==> config.mk <==
export PLATFORM = sky130hd
export DESIGN_NAME = polyphonic_voice_allocator_unit
export DESIGN_NICKNAME = d
export VERILOG_FILES = /design/src/rtl/pva_pkg.sv /design/src/rtl/pva_voice_file.sv /design/src/rtl/pva_scan_unit.sv /design/src/rtl/polyphonic_voice_allocator_unit.sv
export SDC_FILE = /design/constraint.sdc
export NUM_CORES = 2
export LEC_CHECK = 0
export BUFFER_PORTS_ARGS = -buffer_cell sky130_fd_sc_hd__buf_2
export CORE_MARGIN = 2
export CORE_UTILIZATION = 45
export DETAILED_ROUTE_END_ITERATION = 12
export REMOVE_ABC_BUFFERS = 1
export SLEW_MARGIN = 0
export SYNTH_ARGS = -nofsm -noshare
export SYNTH_HDL_FRONTEND = slang
export SYNTH_SLANG_ARGS = --single-unit
==> constraint.sdc <==
create_clock -name clk -period 6.7 [get_ports clk]
set_input_delay 1.34 -clock clk [delete_from_list [all_inputs] [get_ports clk]]
set_output_delay 1.34 -clock clk [all_outputs]
set_load 0.01 [all_outputs]
==> src/rtl/pva_pkg.sv <==
// Shared constants, codes and types for the polyphonic voice allocator.
package pva_pkg;

	localparam int MAX_VOICES = 16;
	// the voice select word is 4 bits wide, so at most 16 voices can be addressed
	localparam int VID_W      = 4;
	localparam int VOICES     = (MAX_VOICES < (1 << VID_W)) ? MAX_VOICES : (1 << VID_W);
	localparam int VA_W       = (VOICES > 1) ? $clog2(VOICES) : 1;
	localparam int CNT_W      = 5;
	localparam int PITCH_W    = 32;
	localparam int AGE_W      = 16;
	localparam int REQ_W      = 2;
	localparam int CFG_IDX_W  = 1;
	localparam int CFG_DATA_W = 5;

	localparam logic [AGE_W-1:0] AGE_MAX = '1;

	localparam logic [REQ_W-1:0] REQ_START = 2'd0;
	localparam logic [REQ_W-1:0] REQ_STOP  = 2'd1;
	localparam logic [REQ_W-1:0] REQ_END   = 2'd2;

	localparam logic CMD_START   = 1'b0;
	localparam logic CMD_RELEASE = 1'b1;

	localparam logic [CFG_IDX_W-1:0] CFG_VOICES  = 1'b0;
	localparam logic [CFG_IDX_W-1:0] CFG_RETRIG  = 1'b1;

	typedef struct packed {
		logic signed [PITCH_W-1:0] pitch;
		logic [AGE_W-1:0]          age;
		logic                      active;
	} voice_t;

	typedef struct packed {
		logic                      age_we;
		logic [VA_W-1:0]           age_addr;
		logic [AGE_W-1:0]          age_val;
		logic                      set_we;
		logic [VA_W-1:0]           set_addr;
		logic signed [PITCH_W-1:0] set_pitch;
		logic                      clr_we;
		logic [VA_W-1:0]           clr_addr;
	} vf_wr_t;

	typedef struct packed {
		logic             pitch_hit;
		logic [AGE_W-1:0] aged;
		logic             older;
	} scan_res_t;

endpackage

==> src/rtl/pva_voice_file.sv <==
// Per-voice state registers: pitch, age and active bit, one read port.
module pva_voice_file
	import pva_pkg::*;
(
	input  logic            clk,
	input  logic            arst_n,
	input  logic [VA_W-1:0] rd_addr,
	output voice_t          rd_voice,
	input  vf_wr_t          wr
);

	voice_t voice_q [VOICES];

	always_ff @(posedge clk or negedge arst_n) begin
		if (!arst_n) begin
			for (int i = 0; i < VOICES; i++) begin
				voice_q[i] <= '0;
			end
		end else begin
			if (wr.age_we) begin
				voice_q[wr.age_addr].age <= wr.age_val;
			end
			if (wr.set_we) begin
				voice_q[wr.set_addr].pitch  <= wr.set_pitch;
				voice_q[wr.set_addr].age    <= '0;
				voice_q[wr.set_addr].active <= 1'b1;
			end
			if (wr.clr_we) begin
				voice_q[wr.clr_addr].active <= 1'b0;
			end
		end
	end

	assign rd_voice = voice_q[rd_addr];

endmodule

==> src/rtl/pva_scan_unit.sv <==
// Shared per-voice compare unit: pitch match, saturating age step, age compare.
module pva_scan_unit
	import pva_pkg::*;
(
	input  voice_t                    voice,
	input  logic signed [PITCH_W-1:0] req_pitch,
	input  logic [AGE_W-1:0]          best_age,
	output scan_res_t                 res
);

	always_comb begin
		res.pitch_hit = (voice.pitch == req_pitch);
		if (voice.active && (voice.age != AGE_MAX)) begin
			res.aged = voice.age + AGE_W'(1);
		end else begin
			res.aged = voice.age;
		end
		res.older = (res.aged > best_age);
	end

endmodule

==> src/rtl/polyphonic_voice_allocator_unit.sv <==
// Polyphonic voice allocator top level: sequencer, request and output registers.
// Start: voices in use pass one per cycle through the shared scan unit, then writeback
//   loads the start word once the output is free. One request at a time.
// Stop: voices in use are scanned, then indices walked one per cycle to emit releases,
// pausing on a match while the output stalls. Ended and idle-start requests end in idle.
// Reset (arst_n low, async) clears all voice state, registers and the output word.
module polyphonic_voice_allocator_unit
	import pva_pkg::*;
(
	input  logic                      clk,
	input  logic                      arst_n,
	// request channel
	input  logic                      in_valid,
	output logic                      in_stall,
	input  logic [REQ_W-1:0]          req_type,
	input  logic signed [PITCH_W-1:0] note_pitch,
	input  logic [VID_W-1:0]          ended_voice,
	// command channel
	output logic                      out_valid,
	input  logic                      out_stall,
	output logic                      command,
	output logic [VID_W-1:0]          voice_sel,
	output logic                      last,
	// configuration writes
	input  logic                      cfg_we,
	input  logic [CFG_IDX_W-1:0]      cfg_index,
	input  logic [CFG_DATA_W-1:0]     cfg_data
);

	typedef enum logic [3:0] {
		ST_IDLE = 4'b0001,
		ST_SCAN = 4'b0010,
		ST_WRBK = 4'b0100,
		ST_EMIT = 4'b1000
	} state_t;

	state_t state_q;

	// config registers
	logic [CNT_W-1:0] voices_q;
	logic             retrig_q;
	logic [CNT_W-1:0] live_n;

	// request registers
	logic [REQ_W-1:0]          type_q;
	logic signed [PITCH_W-1:0] pitch_q;

	// scan bookkeeping
	logic [VID_W-1:0]       idx_q;
	logic [VA_W-1:0]        ix;
	logic                   found_q;
	logic [VA_W-1:0]        match_q;
	logic                   free_found_q;
	logic [VA_W-1:0]        free_q;
	logic [VA_W-1:0]        oldest_q;
	logic [AGE_W-1:0]       best_q;
	logic [VOICES-1:0]      mask_q;
	logic [VOICES-1:0]      ix_bit;
	logic [VOICES-1:0]      mask_scan;
	logic [VOICES-1:0]      mask_left;
	logic                   scan_done;
	logic [VA_W-1:0]        chosen;

	// output word
	logic             out_valid_q;
	logic             cmd_q;
	logic [VID_W-1:0] vidx_q;
	logic             last_q;
	logic             out_free;
	logic             word_load;

	logic      in_acc;
	logic      ended_ok;
	voice_t    rd_voice;
	scan_res_t sr;
	vf_wr_t    wr;

	assign in_acc   = in_valid && !in_stall;
	assign in_stall = (state_q != ST_IDLE);
	assign out_free = !out_valid_q || !out_stall;

	// voices beyond the storage depth never take part
	assign live_n = (voices_q > CNT_W'(VOICES)) ? CNT_W'(VOICES) : voices_q;

	assign ix        = idx_q[VA_W-1:0];
	assign ix_bit    = VOICES'(1) << ix;
	assign scan_done = ({1'b0, idx_q} == (live_n - CNT_W'(1)));
	assign ended_ok  = (32'(ended_voice) < VOICES);

	// stop: mask including the voice scanned this cycle
	assign mask_scan = (rd_voice.active && sr.pitch_hit) ? (mask_q | ix_bit) : mask_q;
	// emit: matches still pending after this release
	assign mask_left = mask_q & ~ix_bit;

	// retrigger match wins, then first free voice, then the oldest
	assign chosen = found_q ? match_q : (free_found_q ? free_q : oldest_q);

	// a new output word is loaded this cycle
	assign word_load = out_free
	                   && ((state_q == ST_WRBK) || ((state_q == ST_EMIT) && mask_q[ix]));

	pva_voice_file u_vf (
		.clk      (clk),
		.arst_n   (arst_n),
		.rd_addr  (ix),
		.rd_voice (rd_voice),
		.wr       (wr)
	);

	pva_scan_unit u_scan (
		.voice     (rd_voice),
		.req_pitch (pitch_q),
		.best_age  (best_q),
		.res       (sr)
	);

	always_comb begin
		wr.age_we    = (state_q == ST_SCAN) && (type_q == REQ_START) && rd_voice.active;
		wr.age_addr  = ix;
		wr.age_val   = sr.aged;
		wr.set_we    = (state_q == ST_WRBK) && out_free;
		wr.set_addr  = chosen;
		wr.set_pitch = pitch_q;
		wr.clr_we    = in_acc && (req_type == REQ_END) && ended_ok;
		wr.clr_addr  = VA_W'(ended_voice);
	end

	// config port
	always_ff @(posedge clk or negedge arst_n) begin
		if (!arst_n) begin
			voices_q <= '0;
			retrig_q <= 1'b0;
		end else if (cfg_we) begin
			unique case (cfg_index)
				CFG_VOICES: voices_q <= cfg_data;
				CFG_RETRIG: retrig_q <= cfg_data[0];
				default: ;
			endcase
		end
	end

	// sequencer
	always_ff @(posedge clk or negedge arst_n) begin
		if (!arst_n) begin
			state_q      <= ST_IDLE;
			type_q       <= REQ_START;
			pitch_q      <= '0;
			idx_q        <= '0;
			found_q      <= 1'b0;
			match_q      <= '0;
			free_found_q <= 1'b0;
			free_q       <= '0;
			oldest_q     <= '0;
			best_q       <= '0;
			mask_q       <= '0;
			out_valid_q  <= 1'b0;
			cmd_q        <= CMD_START;
			vidx_q       <= '0;
			last_q       <= 1'b0;
		end else begin
			// word held while stalled, dropped once taken
			if (word_load) begin
				out_valid_q <= 1'b1;
			end else if (!out_stall) begin
				out_valid_q <= 1'b0;
			end

			unique case (state_q)
				ST_IDLE: begin
					if (in_acc) begin
						type_q       <= req_type;
						pitch_q      <= note_pitch;
						idx_q        <= '0;
						found_q      <= 1'b0;
						free_found_q <= 1'b0;
						mask_q       <= '0;
						// start and stop walk the voices; nothing to walk if none in use
						if (((req_type == REQ_START) || (req_type == REQ_STOP))
						    && (live_n != '0)) begin
							state_q <= ST_SCAN;
						end
					end
				end

				ST_SCAN: begin
					if (type_q == REQ_START) begin
						if (retrig_q && sr.pitch_hit) begin
							found_q <= 1'b1;
							match_q <= ix;
						end
						if (rd_voice.active) begin
							if ((idx_q == '0) || sr.older) begin
								oldest_q <= ix;
								best_q   <= sr.aged;
							end
						end else begin
							// voice 0 seeds the oldest search even when idle
							if (idx_q == '0) begin
								oldest_q <= '0;
								best_q   <= rd_voice.age;
							end
							if (!free_found_q) begin
								free_found_q <= 1'b1;
								free_q       <= ix;
							end
						end
					end else begin
						mask_q <= mask_scan;
					end

					if (scan_done) begin
						idx_q <= '0;
						if (type_q == REQ_START) begin
							state_q <= ST_WRBK;
						end else if (mask_scan != '0) begin
							state_q <= ST_EMIT;
						end else begin
							state_q <= ST_IDLE;
						end
					end else begin
						idx_q <= idx_q + VID_W'(1);
					end
				end

				ST_WRBK: begin
					if (out_free) begin
						cmd_q   <= CMD_START;
						vidx_q  <= VID_W'(chosen);
						last_q  <= 1'b1;
						state_q <= ST_IDLE;
					end
				end

				ST_EMIT: begin
					if (mask_q[ix]) begin
						if (out_free) begin
							cmd_q  <= CMD_RELEASE;
							vidx_q <= idx_q;
							last_q <= (mask_left == '0);
							mask_q <= mask_left;
							idx_q  <= idx_q + VID_W'(1);
							if (mask_left == '0) begin
								state_q <= ST_IDLE;
							end
						end
					end else begin
						idx_q <= idx_q + VID_W'(1);
					end
				end

				default: state_q <= ST_IDLE;
			endcase
		end
	end

	assign out_valid = out_valid_q;
	assign command   = cmd_q;
	assign voice_sel = vidx_q;
	assign last      = last_q;

endmodule

==> summary.md <==
| Metric | Value |
|---|---|
| Worst VDD drop | `around 260 µV` |
| Largest net degree at the start of global routing | `approximately 190` |
| Crit end category | `flip-flop` |
| WS Path Type | `flip-flop to flip-flop` |
| TritonCTS clock tree | `yes` |
| CTS Buf Count | `96` |
| Antenna diode count | `0` |
| CP cell instances | `buf_4 -> mux4_1 -> mux4_2 -> nand4_1 -> or2_1 -> o31a_1 -> and4b_1 -> xnor2_2 -> inv_1 -> ha_1 -> nand2_1 -> nor4_1 -> a221o_1 -> a31oi_1 -> o21ai_2 -> mux2_2` |
| Final WS setup | `around 650 ps` |
| Routability cong. | `between 0.9 and 1` |
| CTS resizes | `0` |
| Fin util | `slightly above 50%` |
| Status | `finished clean` |
| Hold WS | `approximately 470 ps` |
| RSZ-0062 raised after global routing | `no` |
| Die Area | `~96,000 µm²` |
| Pre-antenna DRT Iters | `6` |
| Syn-to-layout area delta | `11.4%` |
| Max transition margin | `10.3%` |
| Total clock sinks | `between 800 and 900` |
| Post-synth EDFFs | `0` |
| Final Net Count | `around 3,900` |
| Total Power | `roughly 15 mW` |
| H-tree depth | `3` |
| Measured slew at the worst slew-check pin | `around 1300 ps` |
| CTS clock-pin slew for the worst setup and hold paths | `about 60 ps` |
| Synth Cell Area | `42,000 µm²` |
| Die W | `~310 µm` |
| Critical Path Fanout Max | `29` |
| Via count | `roughly 30,000` |
| CP max stage delay | `approximately 920 ps` |
| Final Non-Filler Cells | `slightly above 5,000` |
| Arrival time at the worst endpoint | `roughly 6600 ps` |
| Clk buf depth | `3` |
| Async set-reset flop share out of synthesis | `100%` |
| Ys Warns | `0` |
| DP Area | `43,600 µm²` |
| Row count | `112` |
| Io pins | `57` |
| Max-slew violations | `0` |
| Cells after Synth | `3,927` |
| IO Port Bufs | `56` |
| Core area | `around 93,000 µm²` |
| Worst skew pair latency | `690 ps` |
| Cells after DPL | `around 5,000` |
| Starting density of the core | `a little under half` |
| DRT iter0 DRCs | `between 3,000 and 4,000` |
| WL per Instance | `around 24 µm` |
| Main synth FF type | `dfrtp_1` |
| Final hold vios | `0` |
| Syn avg cell area | `between 10 and 15 µm²` |
| Share of post-route cells with drive strength above 1 | `between 10% and 20%` |
| WL final | `around 130 mm` |
| Worst slack at placement | `around 670 ps` |
| HP Class | `flip-flop to flip-flop` |
| Cell area power density | `319 nW/µm²` |
| Commonest non-fill, non-tap cells in the layout | `nand2_1 (1,124), dfrtp_1 (880), o21ai_0 (249)` |
| Synth Register Bits | `885` |
| Root buf cell | `clkbuf_16` |
| Total grt overflow | `0` |
| Setup TNS | `0 ps` |
| Post-route cell area | `46,800 µm²` |
| Distinct cells, synth | `75` |
| Tot GR Track Use | `about a quarter` |
| Postcts setup bufs | `0` |
| Most common cell after layout, fill and taps aside | `nand2_1` |
| Detailed Place HPWL | `73.0 mm` |
| Final setup skew | `approximately 47 ps` |
| Routed vias/inst | `5.86` |
| Final min period | `a little over 6000 ps` |
| First-pass GRT wire length | `approximately 190 mm` |
| WP data required | `7260 ps` |
| Antenna viol nets, final | `0` |
| Max_cap viols | `0` |
| Die Y | `310 µm` |
| Startpoint types | `flip-flop` |
| Sequential cell area fraction in the yosys report | `a little over half` |
| Lkg Pwr | `roughly 23 nW` |
| Fmax achieved | `between 150 and 200 MHz` |
| Hold buffer count at cts | `0` |
| Number of remaining DRC errors | `0` |
| Crit-path slowest cell | `o21ai_2` |
| Antenna violations before repair | `2` |
| Final Setup Violations | `0` |
| Vias in the first global route | `between 30,000 and 40,000` |
| Period utilisation layout | `approximately 90%` |
## report_power, final
part / total, mW / switching (mW) / internal [mW] / leakage, nW
Sequential: 6.29 / 0.583 / 5.70 / 11.9
Combinational: 3.23 / 1.94 / 1.29 / 9.33
Clock: 5.42 / 2.26 / 3.16 / 1.58
Total: 14.9 / 4.78 / 10.2 / 22.8
## cell type report
cell class,instances,area [µm²]
fillers,8271,46100
flip-flops and latches,885,22200
multi-input cells,2673,18500
clock buffers,150,2940
well taps,1254,1570
repair buffers,160,1200
clock inverters,24,273
inverters,53,200
## Yosys cell counts (5+ instances only)
cell	instances	area (µm²)
o21ai_0	250	1250
ha_1	25	313
a31oi_1	8	50.1
o21a_1	6	45.0
inv_1	52	195
nor3_1	37	185
buf_2	27	135
mux2i_1	87	871
a21o_1	6	45.0
dfrtp_1	884	22100
a211oi_1	13	97.6
and3_1	5	31.3
mux2_2	230	2590
nand4_1	12	75.1
nor2b_1	6	37.5
buf_4	9	67.6
nand3_1	56	280
a22o_1	9	78.8
nor2_1	157	589
or3_1	5	31.3
mux4_2	175	3940
xor2_1	20	175
a21oi_1	226	1130
nand3b_1	5	37.5
clkbuf_1	250	938
nor4_1	10	62.6
nand2b_1	5	31.3
o21ai_1	7	35.0
xnor2_1	46	403
buf_6	9	101
buf_1	16	60.1
nand2_1	1139	4280
o22ai_1	26	163
o211ai_1	6	45.0
mux4_1	28	736
## routing by layer
| metal | track usage (%) | wire length (µm) |
|---|---|---|
| met2 | 39.6 | 55500 |
| met3 | 5.59 | 11100 |
| met1 | 39.8 | 56000 |
| met4 | 7.37 | 2950 |
| met5 | 0 | 27 |
## path summary, 6_finish.rpt
check	start	end	slack (ps)	depth (start not counted)
min	flip-flop	flip-flop	470	2
min in group asynchronous	arst_n	pitch_q[1]$_DFFE_PN0P_	680	1
max in group asynchronous	arst_n	u_vf.voice_q[304]$_DFF_PN0_	4470	2
max	idx_q[0]$_DFFE_PN0P_	best_q[4]$_DFFE_PN0P_	650	16
min reg2reg	flip-flop	flip-flop	470	2
max reg2reg	idx_q[0]$_DFFE_PN0P_	best_q[4]$_DFFE_PN0P_	650	16
## critical path, delay by kind of cell (launching register included)
family	cells	cell delay [ps]
multiplexers	3	1620
AO/OA/AOI/OAI	4	1530
flip-flops	1	760
XOR/XNOR	1	120
adder cells (fa/ha/maj)	1	280
AND/OR/NAND/NOR	5	1200
buffers and inverters	2	360
## kinds of logic after synthesis
group / count (synthesis) / synth area share, %
mux: 524 / 19.5
compound gates: 595 / 7.95
simple gates: 1461 / 13.9
fa+ha+maj: 25 / 0.744
buf+inv: 369 / 3.76
flops: 885 / 52.7
xor+xnor: 68 / 1.45
Note: power is estimated with default switching activity, not from simulation.
